**config.mk**
```make
export PLATFORM = sky130hd
export DESIGN_NAME = two_max_heap_merge_unit
export DESIGN_NICKNAME = d
export VERILOG_FILES = /design/src/rtl/tmhm_pkg.sv /design/src/rtl/tmhm_heap_mem.sv /design/src/rtl/two_max_heap_merge_unit.sv
export SDC_FILE = /design/constraint.sdc
export NUM_CORES = 2
export LEC_CHECK = 0
export ABC_AREA = 0
export BUFFER_PORTS_ARGS = -buffer_cell sky130_fd_sc_hd__buf_2
export CORE_MARGIN = 10
export CORE_UTILIZATION = 35
export CTS_CLUSTER_DIAMETER = 40
export DETAILED_ROUTE_END_ITERATION = 16
export PLACE_DENSITY = 0.54
export SLEW_MARGIN = 25
export SYNTH_ARGS = -nofsm -noshare
export SYNTH_HDL_FRONTEND = slang
export SYNTH_SLANG_ARGS = --single-unit
```
**constraint.sdc**
```tcl
create_clock -name clock -period 13.6 [get_ports clock]
set_input_delay 0 -clock clock [delete_from_list [all_inputs] [get_ports clock]]
set_output_delay 0 -clock clock [all_outputs]
set_load 0.03 [all_outputs]
```
**src/rtl/tmhm_pkg.sv**
```systemverilog
package tmhm_pkg;

   localparam logic [1:0] MODE_LOAD_A = 2'd0;
   localparam logic [1:0] MODE_LOAD_B = 2'd1;
   localparam logic [1:0] MODE_MERGE  = 2'd2;

   typedef struct packed {
      logic [1:0]         mode;
      logic signed [31:0] value;
   } req_type;

   typedef struct packed {
      logic signed [31:0] value_res;
      logic               from_heap_b;
      logic               last;
   } rsp_type;

   typedef enum logic [2:0] {
      ST_IDLE,
      ST_ROOTS,
      ST_PICK,
      ST_TAIL,
      ST_LEFT,
      ST_RIGHT,
      ST_DECIDE
   } state_type;

endpackage

```
**src/rtl/tmhm_heap_mem.sv**
```systemverilog
module tmhm_heap_mem #(
   parameter int DEPTH = 32,
   parameter int AW    = 5
) (
   input  logic          clock,
   input  logic          wr_en,
   input  logic [AW-1:0] wr_addr,
   input  logic [31:0]   wr_data,
   input  logic          rd_en,
   input  logic [AW-1:0] rd_addr,
   output logic [31:0]   rd_data
);

   logic [31:0] mem [DEPTH];
   logic [31:0] rd_data_ff;

   always_ff @(posedge clock) begin
      if (wr_en) begin
         mem[wr_addr] <= wr_data;
      end
   end

   always_ff @(posedge clock) begin
      if (rd_en) begin
         rd_data_ff <= mem[rd_addr];
      end
   end

   assign rd_data = rd_data_ff;

endmodule

```
**src/rtl/two_max_heap_merge_unit.sv**
```systemverilog
// Two max heaps, A and B, are loaded one element per item (mode 0 or 1), and
// a load into a full heap is dropped. A merge item (mode 2) raises busy and
// drains both heaps, emitting the larger root each time with A winning ties.
// Every result is shown for one cycle on rsp_strobe and the receiver cannot
// stall it, so it must take each result as it comes; no two results fall on
// adjacent cycles and the last one carries the last flag. Each heap lives in
// a memory with one read port and one write port. A result that empties its
// heap takes a root read and a pick. Any other result takes a root read, a
// pick and a tail read, then per sift-down level reads of its children (left,
// then right if present) through the single read port and a write of one
// entry back, plus a final write when the element comes to rest on a leaf.
// A merge on empty heaps leaves busy low and emits nothing.
module two_max_heap_merge_unit
   import tmhm_pkg::*;
#(
   parameter int HEAP_DEPTH = 32
) (
   input  logic    clock,
   input  logic    reset,
   input  logic    start,
   output logic    busy,
   input  req_type req_item,
   output logic    rsp_strobe,
   output rsp_type rsp_item
);

   localparam int AW = (HEAP_DEPTH > 1) ? $clog2(HEAP_DEPTH) : 1;
   localparam int CW = $clog2(HEAP_DEPTH + 1);
   localparam int IW = AW + 2;

   state_type          state_ff, state_in;
   logic [CW-1:0]      cnt_a_ff, cnt_a_in;
   logic [CW-1:0]      cnt_b_ff, cnt_b_in;
   logic               sel_ff, sel_in;
   logic [AW-1:0]      pos_ff, pos_in;
   logic signed [31:0] p_ff, p_in;
   logic signed [31:0] lval_ff, lval_in;
   logic               rsp_strobe_ff, rsp_strobe_in;
   rsp_type            rsp_item_ff, rsp_item_in;

   logic               wr_en, wr_b;
   logic [AW-1:0]      wr_addr;
   logic [31:0]        wr_data;
   logic               rd_en_a, rd_en_b;
   logic [AW-1:0]      rd_addr;
   logic [31:0]        rd_data_a, rd_data_b;

   logic [CW-1:0]      size;
   logic [IW-1:0]      size_x, l_idx, r_idx, pick_idx;
   logic signed [31:0] rd_sel, root_a, root_b, pick_val;
   logic               take_b, last, has_r, stop;
   logic [CW-1:0]      cnt_pick, new_size;
   logic [CW:0]        cnt_sum;

   tmhm_heap_mem #(.DEPTH(HEAP_DEPTH), .AW(AW)) u_mem_a (
      .clock   (clock),
      .wr_en   (wr_en && !wr_b),
      .wr_addr (wr_addr),
      .wr_data (wr_data),
      .rd_en   (rd_en_a),
      .rd_addr (rd_addr),
      .rd_data (rd_data_a)
   );

   tmhm_heap_mem #(.DEPTH(HEAP_DEPTH), .AW(AW)) u_mem_b (
      .clock   (clock),
      .wr_en   (wr_en && wr_b),
      .wr_addr (wr_addr),
      .wr_data (wr_data),
      .rd_en   (rd_en_b),
      .rd_addr (rd_addr),
      .rd_data (rd_data_b)
   );

   always_ff @(posedge clock) begin
      if (reset) begin
         state_ff      <= ST_IDLE;
         cnt_a_ff      <= '0;
         cnt_b_ff      <= '0;
         rsp_strobe_ff <= 1'b0;
      end else begin
         state_ff      <= state_in;
         cnt_a_ff      <= cnt_a_in;
         cnt_b_ff      <= cnt_b_in;
         rsp_strobe_ff <= rsp_strobe_in;
      end
   end

   always_ff @(posedge clock) begin
      sel_ff      <= sel_in;
      pos_ff      <= pos_in;
      p_ff        <= p_in;
      lval_ff     <= lval_in;
      rsp_item_ff <= rsp_item_in;
   end

   assign root_a   = $signed(rd_data_a);
   assign root_b   = $signed(rd_data_b);
   assign size     = sel_ff ? cnt_b_ff : cnt_a_ff;
   assign rd_sel   = sel_ff ? root_b : root_a;
   assign size_x   = {{(IW - CW){1'b0}}, size};
   assign l_idx    = {1'b0, pos_ff, 1'b1};
   assign r_idx    = l_idx + IW'(1);
   assign has_r    = r_idx < size_x;
   assign cnt_sum  = {1'b0, cnt_a_ff} + {1'b0, cnt_b_ff};
   assign last     = cnt_sum == (CW + 1)'(1);
   assign take_b   = (cnt_a_ff != '0 && cnt_b_ff != '0) ? (root_a < root_b)
                                                       : (cnt_a_ff == '0);
   assign cnt_pick = take_b ? cnt_b_ff : cnt_a_ff;
   assign new_size = cnt_pick - CW'(1);

   always_comb begin
      if (has_r) begin
         stop     = (p_ff > lval_ff) && (p_ff > rd_sel);
         pick_idx = (lval_ff > rd_sel) ? l_idx : r_idx;
         pick_val = (lval_ff > rd_sel) ? lval_ff : rd_sel;
      end else begin
         stop     = p_ff > lval_ff;
         pick_idx = l_idx;
         pick_val = lval_ff;
      end
   end

   always_comb begin
      state_in      = state_ff;
      cnt_a_in      = cnt_a_ff;
      cnt_b_in      = cnt_b_ff;
      sel_in        = sel_ff;
      pos_in        = pos_ff;
      p_in          = p_ff;
      lval_in       = lval_ff;
      rsp_strobe_in = 1'b0;
      rsp_item_in   = rsp_item_ff;
      wr_en         = 1'b0;
      wr_b          = sel_ff;
      wr_addr       = pos_ff;
      wr_data       = p_ff;
      rd_en_a       = 1'b0;
      rd_en_b       = 1'b0;
      rd_addr       = '0;
      case (state_ff)
         ST_IDLE: begin
            if (start) begin
               case (req_item.mode)
                  MODE_LOAD_A: begin
                     wr_b    = 1'b0;
                     wr_addr = cnt_a_ff[AW-1:0];
                     wr_data = req_item.value;
                     if (cnt_a_ff < CW'(HEAP_DEPTH)) begin
                        wr_en    = 1'b1;
                        cnt_a_in = cnt_a_ff + CW'(1);
                     end
                  end
                  MODE_LOAD_B: begin
                     wr_b    = 1'b1;
                     wr_addr = cnt_b_ff[AW-1:0];
                     wr_data = req_item.value;
                     if (cnt_b_ff < CW'(HEAP_DEPTH)) begin
                        wr_en    = 1'b1;
                        cnt_b_in = cnt_b_ff + CW'(1);
                     end
                  end
                  MODE_MERGE: begin
                     if (cnt_a_ff != '0 || cnt_b_ff != '0) begin
                        state_in = ST_ROOTS;
                     end
                  end
                  default: begin
                  end
               endcase
            end
         end
         ST_ROOTS: begin
            rd_en_a  = 1'b1;
            rd_en_b  = 1'b1;
            state_in = ST_PICK;
         end
         ST_PICK: begin
            rsp_strobe_in           = 1'b1;
            rsp_item_in.value_res   = take_b ? root_b : root_a;
            rsp_item_in.from_heap_b = take_b;
            rsp_item_in.last        = last;
            sel_in                  = take_b;
            pos_in                  = '0;
            if (take_b) begin
               cnt_b_in = new_size;
            end else begin
               cnt_a_in = new_size;
            end
            if (new_size != '0) begin
               rd_en_a  = !take_b;
               rd_en_b  = take_b;
               rd_addr  = new_size[AW-1:0];
               state_in = ST_TAIL;
            end else begin
               state_in = last ? ST_IDLE : ST_ROOTS;
            end
         end
         ST_TAIL: begin
            p_in     = rd_sel;
            state_in = ST_LEFT;
         end
         ST_LEFT: begin
            if (l_idx < size_x) begin
               rd_en_a  = !sel_ff;
               rd_en_b  = sel_ff;
               rd_addr  = l_idx[AW-1:0];
               state_in = ST_RIGHT;
            end else begin
               wr_en    = 1'b1;
               state_in = ST_ROOTS;
            end
         end
         ST_RIGHT: begin
            lval_in  = rd_sel;
            rd_en_a  = has_r && !sel_ff;
            rd_en_b  = has_r && sel_ff;
            rd_addr  = r_idx[AW-1:0];
            state_in = ST_DECIDE;
         end
         ST_DECIDE: begin
            wr_en = 1'b1;
            if (stop) begin
               state_in = ST_ROOTS;
            end else begin
               wr_data  = pick_val;
               pos_in   = pick_idx[AW-1:0];
               state_in = ST_LEFT;
            end
         end
         default: begin
            state_in = ST_IDLE;
         end
      endcase
   end

   assign busy       = state_ff != ST_IDLE;
   assign rsp_strobe = rsp_strobe_ff;
   assign rsp_item   = rsp_item_ff;

endmodule

```
; Word-level counts from Yosys, hierarchy flattened
; Memory sizes are Yosys's and may differ from the RTL's. A register that Yosys moved wholly into a read port is not among the register bits.
; Cells that the tools add are included.
[word_totals]
register_bits = 119
mem_bits_rw = 2048
out_inout_bits = 36
mem_count = 2
[op_classes]
n_addsub = 5
magnitude_cmp = 8
eq_ne = 19
muxes = 60
reduce_logical = 24
[mem_list]
columns = memory, depth, width, rd, rd_clocked_by_memory_dff, write_ports, line_no
row1 = u_mem_a.mem, 32, 32, 1, 1, 1, tmhm_heap_mem.sv:14  ; logic [31:0] mem [DEPTH];
row2 = u_mem_b.mem, 32, 32, 1, 1, 1, tmhm_heap_mem.sv:14
[op_table]
columns = operator, count
row1 = $mux W32, 7
row2 = $gt A32 B32 Y1, 3
row3 = $pmux W32 S2, 1
row4 = $mux W6, 10
row5 = $mux W5, 7
row6 = $lt A32 B32 Y1, 1
row7 = $pmux W6 S2, 2
row8 = $pmux W3 S7, 1
row9 = $pmux W5 S2, 2
row10 = $mux W1, 18
row11 = $reduce_bool A6 Y1, 3
row12 = $mux W3, 5
row13 = $pmux W5 S3, 1
row14 = $ne A2 B2 Y1 const B, 7
row15 = $add A6 B1 Y6 const B, 2
row16 = $lt A6 B6 Y1 const B, 2
row17 = $reduce_and A5 Y1, 2
row18 = $eq A3 B3 Y1 const B, 3
row19 = $pmux W1 S4, 2
row20 = $add A6 B1 Y7 const B, 1
row21 = $add A6 B6 Y7, 1
row22 = $eq A7 B1 Y1 const B, 1
row23 = $lt A7 B6 Y1, 1
row24 = $eq A3 B2 Y1 const B, 2
row25 = other kinds (20), 31

; Logic depth before layout (Yosys ltp)
[depth]
depth_word = 8
mapped_depth = 21
depth_no_buf = 18

; Hierarchy
; A second synthesis with hierarchy kept.
[hier_totals]
hier_cells = 5566
area_unflattened_um2 = 91657.9
[by_module_without_submodules]
columns = mod, n_inst, cells_each, area_each_um2
row1 = tmhm_heap_mem (u_mem_a), 1, 2260, 40812.9
row2 = tmhm_heap_mem (u_mem_b), 1, 2260, 40805.4
row3 = two_max_heap_merge_unit, 1, 1046, 10039.6

; Worst setup path after synthesis
; OpenSTA, ideal clock, no wires.
[synth_timing]
path_type = reg-to-reg
from = reg, netlist name rsp_item[1]
to = mem u_mem_a.mem[0][0], data pin
setup_time_ns = 0.567
arrival_ns = 5.913
slack_ns = 7.120
stages_incl_launch_ff = 18
path_buffers = 3
period_less_slack_ns = 6.480
cell_sequence = edfxtp_1 > clkbuf_1 > buf_1 > mux2_2 > inv_1 > ha_1 > a21o_1 > a21o_1 > a21o_1 > a21oi_1 > nor2_1 > o41ai_1 > nor4bb_1 > a21oi_1 > nor2_1 > clkbuf_1 > mux2i_1 > o221ai_1
[synth_lines]
columns = item, line_no
row1 = end: declaration, tmhm_heap_mem.sv:14

; Final worst setup path
[layout_timing]
from = reg u_mem_a.rd_data_ff[31] (netlist: u_mem_a.rd_data[31]) (read register of u_mem_a.mem)
to = reg u_mem_a.rd_data_ff[13] (netlist: u_mem_a.rd_data[13]) (read register of u_mem_a.mem), data pin
[layout_between]
elab_chain_len = 7
word_cells_on_any_way = 10
classes_between = add/sub: 1 / order compare: 1 / mux: 6 / reduce/logical: 2
[layout_lines]
columns = item, line_no
row1 = start: declaration, tmhm_heap_mem.sv:15  ; logic [31:0] rd_data_ff;
row2 = $lt A32 B32 Y1 *, two_max_heap_merge_unit.sv:107  ; assign take_b = (cnt_a_ff != '0 && cnt_b_ff != '0) ? (root_a < root_b)
row3 = $mux W1 *, two_max_heap_merge_unit.sv:107
row4 = $mux W6, two_max_heap_merge_unit.sv:109  ; assign cnt_pick = take_b ? cnt_b_ff : cnt_a_ff;
row5 = $sub A6 B1 Y6, two_max_heap_merge_unit.sv:110  ; assign new_size = cnt_pick - CW'(1);
row6 = $reduce_bool A6 Y1, two_max_heap_merge_unit.sv:190  ; if (new_size != '0) begin
row7 = $mux W1 or $mux W5 (tied branches), two_max_heap_merge_unit.sv:190
row8 = $pmux W1 S4 or $pmux W5 S3 (tied branches), two_max_heap_merge_unit.sv:141  ; case (state_ff)
; Mark *: on every way between the ends. The rest lies on a longest branch, timed or not.
; A chain may end at the register's enable or synchronous reset.

==> flow_summary.ini <==
[cells_and_area]
final_core_util_pct = 41.1
final_area_um2 = 103000
final_common_cell = edfxtp_1
layout_common_cells = edfxtp_1 (2215), mux4_2 (512), clkbuf_16 (283)
fin_nets = 4772
synthToLayoutAreaGrowth_pct = 17.1
drive_gt1_share_pct = 27.2

[global_route]
grt_max_degree = 116
grt_remaining_overflow = 0
grt_usage_pct = 18.1
antenna_found_initial = 10
grt_pass1_wl_um = 354000
grt_pass1_vias = 45600

[setup_path]
required_ns = 14.15
critPathMaxStageDelay_ns = 0.92
crit_path_end_kind = register
ff2ff_setup_slack_ns = 5.70
cp.depth = 14
cp-endpoint = u_mem_a.rd_data[13]
critPathLaunch = u_mem_a.rd_data[31]
crit_chain = ha_1 > nand4_1 > nor4_1 > nand4_1 > a31oi_1 > or4_1 > and2_4 > o21ai_0 > o21ai_4 > buf_4 > buf_4 > mux4_2 > o22ai_1 > nor4_1
crit_path_start_kind = register
path_class = reg -> reg
timing.rr.end = u_mem_a.rd_data[13]
crit_family = simple AND/OR/NAND/NOR gates
worstPathArrival_ns = 8.45
critPathSlowestCell = o21ai_4
r2r-start = u_mem_a.rd_data[31]
crit_path_max_fanout = 74
rr_worst_depth = 14
crit_buf_inv = 2

[route]
firstDrtPassIters = 5
ant_nets = 0
remaining_drc_errors = 0
drt-initial-drc-count = 5464
via_per_inst = 5.54
wire_per_inst_um = 31.0
drt_wl_total_um = 251000
vias = 45000

[placement]
port_buffers = 72
placed_cell_area_um2 = 94100
gp_congestion = 0.861
dp_hpwl_um = 137000

[synth]
synth_top_family_by_area = multiplexers
yosys.area_share.adder_pct = 2.15
synth_top_flop_cell = edfxtp_1
synth_top_area_share_pct = 75.5
synthXorXnorAreaFrac_pct = 0.159
yosysWarnings = 0
syn_inst = 4275
async_flop_share_pct = 0
synth_compound_area_share_pct = 3.79
ys_seq_elements = 2231
syn_avg_cell_area_um2 = 20.6
syn_area_um2 = 88100
synth_cell_types = 66
ys_seq_area_share_pct = 75.9
yosysTopAreaCell = edfxtp_1
ys_top_cells_by_area = edfxtp_1 (76%), mux4_2 (13%), ha_1 (2.1%)
synthSimpleGateAreaFrac_pct = 2.30
muxShareOfSynthArea_pct = 14.0
syn_nets = 4463
synth_edf_count = 2215

[clock_tree]
htree_levels = 5
cts_buffers = 278
clk_latency_ns = 0.92
clock-root-buffer = clkbuf_16
cts_buffer_depth = 4
cts_tree = yes
cts_sinks = 2231
path_clk_slew_ns = 0.06
postCtsSetupBuffers = 0

[flow_run]
max-cap-violations = 0

[sta]
tns_ns = 0
max_freq_ghz = 0.127
period_share_pct = 58.1
rsz0062_at_grt = false
final-setup-viol-count = 0
maxSlewHeadroom_pct = 22.3
hold_violations = 0
fin_worst_skew_ns = 0.0594
slew_violations = 0
worstMarginPinSlew_ns = 1.15
period_needed_ns = 7.90

[floorplan]
coreArea_um2 = 251000
die_width_um = 522
die_h_um = 522
die-area_um2 = 272000
rows = 184
initial_utilization_pct = 35.1
io_pins = 73

[power]
power_uw = 16000
power_leakage_uw = 0.0321
powerDensity_nw_per_um2 = 155
irDropWorstVdd_uv = 105

[hold_path]
hp-class = in -> reg

[run_status]
status = finished clean
==> state kept, by name (all words and copies together), names as in the netlist <==
name / count
state_ff: 3
lval_ff: 32
cnt_b_ff: 6
u_mem_b.rd_data: 32
pos_ff: 5
p_ff: 32
rsp_item: 34
u_mem_b.mem: 1024
rsp_strobe: 1
u_mem_a.mem: 1024
cnt_a_ff: 6
u_mem_a.rd_data: 32
==> metrics by stage <==
stage          hold WS, ns  setup WS (ns)  cells
5_1_grt              0.106           5.35   8119
6_report             0.108           5.70   8122
4_1_cts             0.0345           5.68   8117
3_3_place_gp         0.401           5.46   7629
3_5_place_dp         0.405           5.67   7632
2_1_floorplan        0.275           7.12   4275
==> power breakdown <==
part | internal (uW) | leakage, uW | switching (uW)
clock | 4270 | 0.00420 | 2820
combinational | 395 | 0.00777 | 777
sequential | 7680 | 0.0201 | 39.4
==> worst min-delay path, stage by stage <==
cell and delay [ns]:
buf_2 0.12, nand2_1 0.12, o221ai_4 0.11, buf_4 0.35
==> how the worst min path moves through the flow <==
stage                 startpoint                   to  slack [ns]  depth (start not counted)
finish              req_item[31]  u_mem_a.mem[13][31]        0.11                          4
CTS                 req_item[31]  u_mem_b.mem[13][31]        0.03                          4
global route        req_item[31]  u_mem_a.mem[13][31]        0.11                          4
floorplan                  reset          cnt_a_ff[5]        0.28                          2
detailed placement         reset          state_ff[1]        0.41                          2
global placement           reset          cnt_a_ff[0]        0.40                          2
==> cell type report <==
cell class	instances	area, um^2
Clock buffer	322	7230
Sequential cell	2231	66800
Timing Repair Buffer	242	1800
Fill cell	22000	148000
Multi-Input combinational cell	1689	21000
Tap cell	3348	4190
Clock inverter	144	1500
Antenna cell	4	10.0
Inverter	142	533
==> repair_timing <==
action / 4_1_cts / 5_1_grt
hold buffers: 19 / 0
resized for setup: 0 / 0
endpoints found under the hold margin: 388 / 0
==> per-layer routing <==
layer	part of all wire [%]	up-vias	wire length, um	track usage [%]
met3	7.8	391	19700	3.77
met2	48	1816	120000	29.0
met5	0	-	0	0
met1	42	24300	106000	25.2
met4	2.5	0	6410	4.73
li1	-	18500	-	-
==> cell families (layout without fill, tap and decap cells) <==
family,after synthesis,in the layout
multiplexers,590,590
AO/OA/AOI/OAI,512,512
XOR/XNOR,16,16
AND/OR/NAND/NOR,420,420
buffers and inverters,355,850
other,0,4
adder cells (fa/ha/maj),151,151
flip-flops,2231,2231
==> Yosys cell counts (5+ instances only) <==
master,n
mux4_2,512
o21a_1,18
xnor2_1,12
and4_1,5
or4_1,6
nor3_1,15
o221ai_1,32
nand2b_1,10
o21ai_0,67
inv_1,142
dfxtp_1,16
mux2_2,34
nand2_1,130
and3_1,6
a211o_1,5
a21o_1,42
buf_1,13
nand4_1,20
edfxtp_1,2215
mux2i_1,43
a22oi_1,6
nor4_1,68
clkbuf_1,96
nand3_1,16
ha_1,150
o22ai_1,256
nor2_1,112
o211ai_1,5
buf_2,100
nor2b_1,14
a21oi_1,44
Note: power is estimated with default switching activity, not from simulation.
